==> config.mk <==
export PLATFORM = sky130hd
export DESIGN_NAME = tmg_serializer
export DESIGN_NICKNAME = d
export VERILOG_FILES = /design/src/rtl/tmg_pkg.sv /design/src/rtl/tmg_serializer.sv
export VERILOG_INCLUDE_DIRS = /design/src /design/src/rtl
export SDC_FILE = /design/constraint.sdc
export NUM_CORES = 1
export LEC_CHECK = 0
export BUFFER_PORTS_ARGS = -buffer_cell sky130_fd_sc_hd__buf_2
export CORE_UTILIZATION = 30
export DETAILED_ROUTE_END_ITERATION = 8
export PLACE_DENSITY = 0.6
export SLEW_MARGIN = 30
export SYNTH_ARGS = -nofsm -noshare
export SYNTH_HDL_FRONTEND = slang
export SYNTH_SLANG_ARGS = --single-unit
export TNS_END_PERCENT = 50
==> constraint.sdc <==
create_clock -name i_clk -period 3.05 [get_ports i_clk]
set_clock_uncertainty 0.05 [all_clocks]
set_input_delay 0.4575 -clock i_clk [delete_from_list [all_inputs] [get_ports i_clk]]
set_output_delay 0.4575 -clock i_clk [all_outputs]
set_load 0.03 [all_outputs]
==> src/rtl/text_mode_glyph_pixel_generator_macros.svh <==
// Assertion macros shared by the generator and serializer RTL files.
`ifndef TEXT_MODE_GLYPH_PIXEL_GENERATOR_MACROS_SVH
`define TEXT_MODE_GLYPH_PIXEL_GENERATOR_MACROS_SVH

// Checked on every rising edge while reset is released.
`define TMG_ASSERT(name, clk, rstn, prop, msg) \
    name: assert property (@(posedge clk) disable iff (!rstn) (prop)) else $error(msg);

// Checked on every rising edge, reset included.
`define TMG_ASSERT_ALWAYS(name, clk, prop, msg) \
    name: assert property (@(posedge clk) (prop)) else $error(msg);

`endif

==> src/rtl/tmg_pkg.sv <==
package tmg_pkg;

    localparam int TEXT_COLS   = 40;
    localparam int TEXT_ROWS   = 25;
    localparam int GLYPH_BYTES = 2048;
    localparam int GA_W        = $clog2(GLYPH_BYTES);

    localparam logic FUNC_WRITE  = 1'b0;
    localparam logic FUNC_RENDER = 1'b1;

    localparam logic [31:0] ALPHA_BITS   = 32'h7F00_0000;
    localparam logic [31:0] INTENSE_GRAY = 32'h007F_7F7F;
    localparam logic [7:0]  CHANNEL_STEP = 8'h7F;

    typedef struct packed {
        logic [7:0]  bits;
        logic [31:0] fg;
        logic [31:0] bg;
        logic [5:0]  col;
        logic [7:0]  y;
    } t_row;

    function automatic logic [31:0] make_colour(input logic [3:0] nib);
        logic [31:0] c;
        c = ALPHA_BITS;
        if (nib[3]) c = c + INTENSE_GRAY;
        if (nib[2]) c = c + {8'd0, CHANNEL_STEP, 16'd0};
        if (nib[1]) c = c + {16'd0, CHANNEL_STEP, 8'd0};
        if (nib[0]) c = c + {24'd0, CHANNEL_STEP};
        return c;
    endfunction

    function automatic logic [GA_W-1:0] to_ram_addr(input logic [10:0] a);
        logic [11:0] w;
        w = {1'b0, a};
        return w[GA_W-1:0];
    endfunction

endpackage

==> src/rtl/tmg_serializer.sv <==
`include "text_mode_glyph_pixel_generator_macros.svh"

module tmg_serializer
    import tmg_pkg::*;
(
    input  logic        i_clk,
    input  logic        i_rst_n,
    input  logic        i_load_valid,
    input  t_row        i_load,
    output logic        o_load_ready,
    output logic        o_m_tvalid,
    input  logic        i_m_tready,
    // Fields from bit 0: pixel_argb[31:0], pixel_x[40:32], pixel_y[48:41], zero fill.
    output logic [55:0] o_m_tdata,
    output logic        o_m_tlast
);

    logic        r_v;
    logic [2:0]  r_cnt;
    t_row        r_row;
    logic        n_v;
    logic [2:0]  n_cnt;
    t_row        n_row;
    logic        w_beat;
    logic        w_end;
    logic [31:0] w_argb;
    logic [8:0]  w_x;

    assign w_beat       = r_v && i_m_tready;
    assign w_end        = w_beat && (r_cnt == 3'd7);
    assign o_load_ready = !r_v || w_end;

    always_comb begin
        n_v   = r_v;
        n_cnt = r_cnt;
        n_row = r_row;
        if (w_beat) begin
            n_cnt      = r_cnt + 3'd1;
            n_row.bits = {r_row.bits[6:0], 1'b0};
            if (w_end) begin
                n_v = 1'b0;
            end
        end
        if (i_load_valid && o_load_ready) begin
            n_v   = 1'b1;
            n_cnt = 3'd0;
            n_row = i_load;
        end
    end

    always_ff @(posedge i_clk) begin
        if (!i_rst_n) begin
            r_v   <= 1'b0;
            r_cnt <= 3'd0;
        end else begin
            r_v   <= n_v;
            r_cnt <= n_cnt;
        end
        r_row <= n_row;
    end

    assign w_argb     = r_row.bits[7] ? r_row.fg : r_row.bg;
    assign w_x        = {r_row.col, r_cnt};
    assign o_m_tvalid = r_v;
    assign o_m_tdata  = {7'd0, r_row.y, w_x, w_argb};
    assign o_m_tlast  = (r_cnt == 3'd7);

    `TMG_ASSERT(a_end_without_load_idles, i_clk, i_rst_n, w_end && !i_load_valid |=> !o_m_tvalid, "row ended but output stayed valid")
    `TMG_ASSERT(a_mid_row_stays_valid, i_clk, i_rst_n, w_beat && !o_m_tlast |=> o_m_tvalid && (r_cnt == $past(r_cnt) + 3'd1), "row dropped before its eighth pixel")
    `TMG_ASSERT_ALWAYS(a_reset_idles, i_clk, !i_rst_n |=> !o_m_tvalid, "output valid right after reset")

endmodule
==> results.txt <==
Outcome - finished, final reports clean
Pin count of the biggest net entering global routing - 41
Worst slack, placed - 877 ps
Fin crit share - 0.715
Hold buffers post-CTS - 0
Vias in the first global route - 1901
Share of the synthesized area in the top cell type - 0.735
Worst hold path class - in -> reg
Via density - 4.26
Setup WS post-layout - 868 ps
Clock Pin Slew Worst Setup and Hold Paths - 60 ps
WP data arrival - 1670 ps
Met1 GRT Util - 0.123
GR met3 Demand/Resource - 0.0329
Slowest CP cell - dfxtp_1
Commonest non-fill, non-tap cell in the layout - buf_2
Combinational family with the most area after synthesis - multiplexers
Die Span Y - 110 µm
Complex-gate fraction of the synthesized area - 0.0434
F_max - 458 MHz
Final GP Congestion - 0.733
Crit end category - output pin
M2 GR Usage - 0.169
Layout cells sized above 1 - 0.596
Simple logic cell fraction of the synthesized area - 0.0203
Rel. slew slack - 0.634
FP Rows - 39
Post-route ant nets - 0
Final Cell Area - 0.00461 mm²
Max IR drop VDD - 304 µV
Leak - 0.00189 µW
Vias - 2013
Most frequent CP cell - ha_1
Post-synthesis register bit count - 90
Mux contribution to synthesized area - 0.102
Synth Area in Adders - 0.00712
Antenna fix cells - 0
Initial Util - 0.308
Synth unique cells - 25
Root buffer cell - clkbuf_16
Setup Buffers After CTS - 0
Period minus WS final - 2180 ps
Pin slew with the least headroom to its limit - 549 ps
Nets - 416
Register area share after synthesis - 0.757
H-tree level count - 3
Setup tns final - 0 ps
Cell count after placement - 456
Dpl hpwl - 4470 µm
Drt first pass iters - 4
All-Layer GR Usage - 0.107
Max-cap violations - 0
Largest fanout on the critical path - 9
YS warnings - 0
Final Hold Viols - 0
Non-Filler Instances - 472
CP Class - reg -> out
Final setup viols - 0
Post-Syn Instances - 194
Critical-path cell list - ha_1 > ha_1 > a21boi_4 > inv_4 > buf_2
IO Count - 149
Post-Synth XOR/XNOR Area - 0
Num Clock Sinks - 90
DRT iter0 DRCs - 81
Die ar. - 0.0122 mm²
DRC viols - 0
Synth area leaders - edfxtp_1 73%, mux2_2 9.6%, buf_4 4.5%, dfxtp_1 2.3%, o32ai_1 1.7%
Final Max Slew Viols - 0
Commonest cells after routing, fill and taps aside - 141 x buf_2, 86 x edfxtp_1, 30 x mux2_2
Worst path max stage delay - 320 ps
CTS Buffer Depth - 2
DIE WIDTH - 110 µm
GRT overflow - 0
Worst-skew pair later-pin latency - 330 ps
Initial antenna violation count - 0
Netlist Area Pre-Place - 0.00352 mm²
DP Area - 0.00425 mm²
Num CTS Buffers - 9
WL/cell - 13.8 µm
Syn Area/Cell - 18.1 µm²
RSZ-0062 raised after global routing - no
Startpoint Class - flip-flop
# port buffers - 141
Area leader, netlist - edfxtp_1
Pwr dens - 687 mW/mm²
CTS tree - built
Area grow syn2layout - 31.2%
Global-route wire length before repair - 9390 µm
Grt peak-use layer - met2
Critical path data required time - 2540 ps
Routed WL - 6500 µm
# resized after CTS - 0
Core Area - 0.0114 mm²
Fill cells - 1103
-- state kept, by name (all words and copies together) (netlist names) --
name,cells
r_row,72
o_m_tdata,14
r_cnt,3
o_m_tvalid,1
-- routing by layer --
layer	vias up	part of all wire
li1	966	-
met1	950	0.40
met2	86	0.49
met3	11	0.084
met4	0	0.024
met5	-	0
-- per-stage QoR --
step,hold WS (ps),total power [µW],utilization
5_1_grt,228,3300,0.404
3_3_place_gp,524,1860,0.372
2_1_floorplan,506,1750,-
4_1_cts,226,3230,0.404
3_5_place_dp,543,1870,0.372
6_report,243,3170,0.404
-- final cells by class --
cell class                      instances  area (µm²)  share of cell area
Sequential cell                        90        2660               0.577
Timing Repair Buffer                  143         733               0.159
Multi-Input combinational cell         71         637               0.138
Clock buffer                           10         229              0.0496
Tap cell                              143         179              0.0388
Clock inverter                          6         138              0.0298
Inverter                                9        36.3             0.00786
-- critical path: cells and delay by family, from the launching register on --
family	cells	cell delay [ps]
adder cells (fa/ha/maj)	2	430
buffers and inverters	2	270
AO/OA/AOI/OAI	1	310
flip-flops	1	320
-- cells in the mapped netlist --
master    count
and2_2        1
a221oi_1      3
nand2_1       7
dfxtp_1       4
a21boi_4      1
conb_1        1
and3_2        1
nor2b_1       1
mux2_1        2
o21a_1        1
nand3_1       2
a21bo_2       3
ha_1          2
inv_1         8
buf_4        21
mux2_2       30
buf_6         1
clkbuf_1      4
and3_1        1
nand3b_1      1
inv_4         1
a21o_2        1
edfxtp_1     86
o32ai_1       7
buf_2         4
-- worst paths after layout --
kind              slack (ps)       start  depth (start not counted)            to
hold reg to reg          550    r_cnt[0]                          2      r_cnt[0]
hold / removal           240  i_load[69]                          1     r_row[69]
setup / recovery         870    r_cnt[0]                          5  o_load_ready
setup reg to reg         900    r_cnt[0]                          6     r_row[45]
-- where the power goes --
group / internal [µW] / switching, µW
clock network: 888 / 449
registers: 1440 / 17.1
logic: 139 / 238
-- cells by family (layout without fill, tap and decap cells) --
family / count (synthesis) / in the layout
flops: 90 / 90
buf+inv: 39 / 168
mux: 32 / 32
compound gates: 16 / 16
simple gates: 14 / 14
fa+ha+maj: 2 / 2
other cells: 1 / 7
Note: power is estimated with default switching activity, not from simulation.
