## src/rtl/text_mode_glyph_pixel_generator_macros.svh

```systemverilog
// Assertion macros shared by the generator and serializer RTL files.
`ifndef TEXT_MODE_GLYPH_PIXEL_GENERATOR_MACROS_SVH
`define TEXT_MODE_GLYPH_PIXEL_GENERATOR_MACROS_SVH

// Checked on every rising edge while reset is released.
`define TMG_ASSERT(name, clk, rstn, prop, msg) \
    name: assert property (@(posedge clk) disable iff (!rstn) (prop)) else $error(msg);

// Checked on every rising edge, reset included.
`define TMG_ASSERT_ALWAYS(name, clk, prop, msg) \
    name: assert property (@(posedge clk) (prop)) else $error(msg);

`endif

```

## src/rtl/tmg_ram.sv

```systemverilog
module tmg_ram #(
    parameter int WIDTH = 8,
    parameter int DEPTH = 256
) (
    input  logic                     i_clk,
    input  logic                     i_en,
    input  logic                     i_we,
    input  logic [$clog2(DEPTH)-1:0] i_addr,
    input  logic [WIDTH-1:0]         i_wdata,
    output logic [WIDTH-1:0]         o_rdata
);

    logic [WIDTH-1:0] r_mem [0:DEPTH-1];
    logic [WIDTH-1:0] r_rdata;

    always_ff @(posedge i_clk) begin
        if (i_en) begin
            if (i_we) begin
                r_mem[i_addr] <= i_wdata;
            end else begin
                r_rdata <= r_mem[i_addr];
            end
        end
    end

    assign o_rdata = r_rdata;

endmodule

```

## config.mk

```make
export PLATFORM = sky130hd
export DESIGN_NAME = tmg_ram
export DESIGN_NICKNAME = d
export VERILOG_FILES = /design/src/rtl/text_mode_glyph_pixel_generator_macros.svh /design/src/rtl/tmg_ram.sv
export SDC_FILE = /design/constraint.sdc
export NUM_CORES = 2
export LEC_CHECK = 0
export BUFFER_PORTS_ARGS = -buffer_cell sky130_fd_sc_hd__buf_4
export CORE_MARGIN = 1.5
export CORE_UTILIZATION = 63
export DETAILED_ROUTE_END_ITERATION = 10
export PLACE_DENSITY = 0.81
export REMOVE_ABC_BUFFERS = 1
export SYNTH_ARGS = -nofsm -noshare
export SYNTH_HDL_FRONTEND = slang
export SYNTH_SLANG_ARGS = --single-unit
```

## constraint.sdc

```tcl
create_clock -name i_clk -period 2.96 [get_ports i_clk]
set_clock_uncertainty 0.2 [all_clocks]
set_input_delay 0.148 -clock i_clk [delete_from_list [all_inputs] [get_ports i_clk]]
set_output_delay 0.148 -clock i_clk [all_outputs]
set_load 0.01 [all_outputs]
```

==> summary.txt <==
Pwr
  • Leakage Power: roughly 29 nW
  • Design Power: 58.7 mW
  • Power density over the cells: 647 nW/um^2
  • Worst VDD drop: 0.574 mV

Clock tree
  • Buffers inserted during post-CTS setup optimization: 0
  • Longest Clk Path Bufs: 3
  • Clock root buffer: sky130_fd_sc_hd__clkbuf_16
  • Clock sink total: a little over 2000
  • Clock transition time at the flip-flop clock pins of the worst setup and hold paths: 0.07 ns
  • Maximum level of the CTS H-tree: 4
  • CTS tree: built
  • CTS Buf Count: roughly 190
  • Clock latency reported for the late side of the worst-skew pair: 0.84 ns

GRT
  • Initial antenna violation count: 16
  • Global-route wire length before repair: about 300000 um
  • Number of global-route vias before repair: 42900
  • Maximum number of pins on one net before global-route repair: 127
  • Global-route total usage across every layer: 0.343
  • Global-route congestion overflow total: 0

Worst setup path
  • Crit path kind: reg2reg
  • FF-to-FF setup slack: just under 0.04 ns
  • Critical path depth: 6
  • Required time of the critical path: 3.32 ns
  • Critical-path cell list: mux4_2, a22oi_1, a21oi_1, o41ai_1, buf_4, nand4_1
  • Worst r2r src: r_mem[197][1]
  • Number of cells on the worst reg-to-reg path: 6
  • Worst EP arrival: 3.28 ns
  • First element of the critical path: r_mem[197][1]
  • Critical path endpoint: o_rdata[1]
  • CP max-delay cell: sky130_fd_sc_hd__o41ai_1
  • CP startpoint kind: flip-flop
  • Endpoint of the most critical register-to-register path: o_rdata[1]
  • Max FO, Critical Path: 1
  • CP top delay family: compound AO/OA/AOI/OAI gates
  • Largest stage delay on the critical path: 0.71 ns
  • Crit path buffers/inverters: 1
  • Crit. End Element: flip-flop

Routing
  • Starting DRT DRC Count: approximately 7700
  • DRC violation count after routing: 0
  • Count of TritonRoute iterations in the first routing pass: 6
  • Post-detailed-route count of antenna-violating nets: 0
  • Routed length per placed instance: 36.2 um
  • Via count: roughly 43000
  • Total wire length after detailed routing: approximately 210000 um
  • Vias per Instance: roughly 7.3

Placed design
  • Final weighted congestion in routability-driven placement: about 0.86
  • Final HPWL from detailed placement: between 100000 and 150000 um
  • Placement-stage cell area: 84600 um^2
  • Buffers on Ports: 26

Die
  • I/O pin count: 27
  • Horizontal die dimension: 356 um
  • Site row count: roughly 130
  • Die area: 127000 um^2
  • Placeable core region: around 120000 um^2
  • Floorplan die height: 356 um
  • Initial core utilization: 0.634

Yosys
  • Flip-flop and latch count after synthesis: 2056
  • Portion of the post-synthesis area used by sequential elements: 0.788
  • Syn avg cell area: around 22 um^2
  • Number of distinct library cell variants in the gate-level netlist after synthesis: 21
  • Netlist area before placement: a little under 80000 um^2
  • Cell taking the most area after synthesis: sky130_fd_sc_hd__edfxtp_1
  • Number of instances in the synthesized netlist: ~3500
  • Biggest area contributors in the synthesized netlist: sky130_fd_sc_hd__edfxtp_1 (79%), sky130_fd_sc_hd__mux4_2 (15%), sky130_fd_sc_hd__a22oi_1 (2.5%)
  • Number of warnings reported in the yosys synthesis log: 0
  • Area share of the largest cell type after synthesis: 0.788

Timing
  • Fin Hold WS: around 0.15 ns
  • Final worst-path cycle share: 0.987
  • Worst slew margin relative to its limit: 0.351
  • Upper clock frequency limit: ~340 MHz
  • Measured slew at the worst slew-check pin: between 0.9 and 1 ns
  • Number of slew-limit violations in the final report: 0
  • Final Critical Period: between 2 and 3 ns
  • RSZ-0062 raised after global routing: false
  • Total of endpoints with negative setup slack in the final report: 0
  • Final Hold Fails: 0

Flow run
  • Max-cap viol count: 0

Cells and area
  • Fin area: roughly 91000 um^2
  • Area added between synthesis and finish: 15.8%
  • Layout cells sized above 1: 0.320
  • Layout Nets: around 4000

Run status
  • Status: completed

Min path
  • Kind of path behind the tightest hold check: in2reg
[cells by family after synthesis]
family | share of synthesized area
and+or+nand+nor | 0.0161
DFF | 0.788
buffers and inverters | 0.0128
AOI/OAI and AO/OA | 0.0363
muxes | 0.147
[cells in the mapped netlist]
| master | count |
|---|---|
| sky130_fd_sc_hd__a21oi_1 | 128 |
| sky130_fd_sc_hd__a22oi_1 | 256 |
| sky130_fd_sc_hd__and2_1 | 2 |
| sky130_fd_sc_hd__and4_1 | 1 |
| sky130_fd_sc_hd__buf_1 | 21 |
| sky130_fd_sc_hd__buf_2 | 41 |
| sky130_fd_sc_hd__buf_4 | 11 |
| sky130_fd_sc_hd__buf_6 | 9 |
| sky130_fd_sc_hd__clkbuf_1 | 143 |
| sky130_fd_sc_hd__edfxtp_1 | 2056 |
| sky130_fd_sc_hd__mux4_2 | 512 |
| sky130_fd_sc_hd__nand2_1 | 30 |
| sky130_fd_sc_hd__nand2b_1 | 2 |
| sky130_fd_sc_hd__nand3_1 | 4 |
| sky130_fd_sc_hd__nand4_1 | 8 |
| sky130_fd_sc_hd__nor2_1 | 259 |
| sky130_fd_sc_hd__nor2b_1 | 7 |
| sky130_fd_sc_hd__nor3_1 | 1 |
| sky130_fd_sc_hd__nor3b_1 | 2 |
| sky130_fd_sc_hd__o41ai_1 | 32 |
| sky130_fd_sc_hd__or2_2 | 1 |
[sequential cells by signal, summed over array words and instances, names as in the netlist]
name and flops:
o_rdata 8, r_mem 2048
[repair_timing]
| action | CTS | global route |
|---|---|---|
| resized for setup | 0 | 2 |
| endpoints found under the setup margin | 0 | 2 |
| hold endpoints to repair | 808 | 0 |
| hold buffers | 18 | 0 |
[routing by layer]
layer / vias to the layer above / GRT usage / wire [um]
li1: 16100 / - / -
met1: 22000 / 0.457 / 70200
met2: 4157 / 0.537 / 102000
met3: 803 / 0.0925 / 28500
met4: 16 / 0.164 / 11600
met5: - / 0 / 92
[final cells by class]
type / instances / area [um^2]
antenna: 13 / 32.5
clock buffer: 230 / 4840
clock inverter: 108 / 1050
fill: 6140 / 32900
multi-input combinational: 1245 / 15700
sequential: 2056 / 61700
tap: 1637 / 2050
timing repair buffer: 593 / 5330
[stage by stage]
step / utilization / setup WS, ns / instances / setup TNS, ns
final: 0.734 / 0.0395 / 5882 / 0
after global routing: 0.734 / 0.0108 / 5871 / 0
after CTS: 0.734 / 0.000878 / 5869 / 0
after detailed placement: 0.685 / -0.436 / 5513 / -2.90
after global placement: 0.685 / -0.523 / 5513 / -2.62
after floorplan: - / -4.32 / 3301 / -7118.11
[how the worst min path moves through the flow]
stage	slack [ns]	depth (start not counted)	to	start
after floorplan	0.05	0	r_mem[0][0]	i_wdata[0]
after global placement	0.47	2	o_rdata[6]	i_we
after detailed placement	0.46	2	o_rdata[6]	i_we
after CTS	0.06	7	r_mem[104][0]	i_en
after global routing	0.14	7	r_mem[104][2]	i_en
final	0.15	7	r_mem[104][2]	i_en
[placed cells by master (no fill, tap or decap), types with 3 or more instances in the layout]
| master | n |
|---|---|
| sky130_fd_sc_hd__clkbuf_8 | 8 |
| sky130_fd_sc_hd__clkinv_2 | 22 |
| sky130_fd_sc_hd__nand3_1 | 4 |
| sky130_fd_sc_hd__inv_16 | 3 |
| sky130_fd_sc_hd__mux4_2 | 512 |
| sky130_fd_sc_hd__buf_12 | 61 |
| sky130_fd_sc_hd__o41ai_1 | 29 |
| sky130_fd_sc_hd__clkinv_16 | 3 |
| sky130_fd_sc_hd__dlygate4sd3_1 | 18 |
| sky130_fd_sc_hd__o41ai_2 | 3 |
| sky130_fd_sc_hd__a21oi_1 | 128 |
| sky130_fd_sc_hd__clkinv_4 | 3 |
| sky130_fd_sc_hd__nor2b_1 | 5 |
| sky130_fd_sc_hd__nand2_2 | 11 |
| sky130_fd_sc_hd__clkinvlp_4 | 7 |
| sky130_fd_sc_hd__edfxtp_1 | 2056 |
| sky130_fd_sc_hd__clkbuf_1 | 43 |
| sky130_fd_sc_hd__nand4_1 | 8 |
| sky130_fd_sc_hd__bufinv_16 | 13 |
| sky130_fd_sc_hd__clkinv_1 | 47 |
| sky130_fd_sc_hd__diode_2 | 13 |
| sky130_fd_sc_hd__clkbuf_16 | 187 |
| sky130_fd_sc_hd__nor2_1 | 258 |
| sky130_fd_sc_hd__nand2_1 | 19 |
| sky130_fd_sc_hd__a22oi_1 | 256 |
| sky130_fd_sc_hd__clkinv_8 | 8 |
| sky130_fd_sc_hd__buf_4 | 504 |
[tightest hold or removal path: cells and delay by family]
family / cells / cell delay [ns]
simple gates: 4 / 0.40
buf+inv: 3 / 0.45
[power breakdown]
part | internal (mW) | switching [mW] | total (mW)
Clock | 12.8 | 10.8 | 23.7
Combinational | 1.13 | 1.84 | 2.96
Sequential | 32.1 | 0.0252 | 32.1
Note: power is estimated with default switching activity, not from simulation.
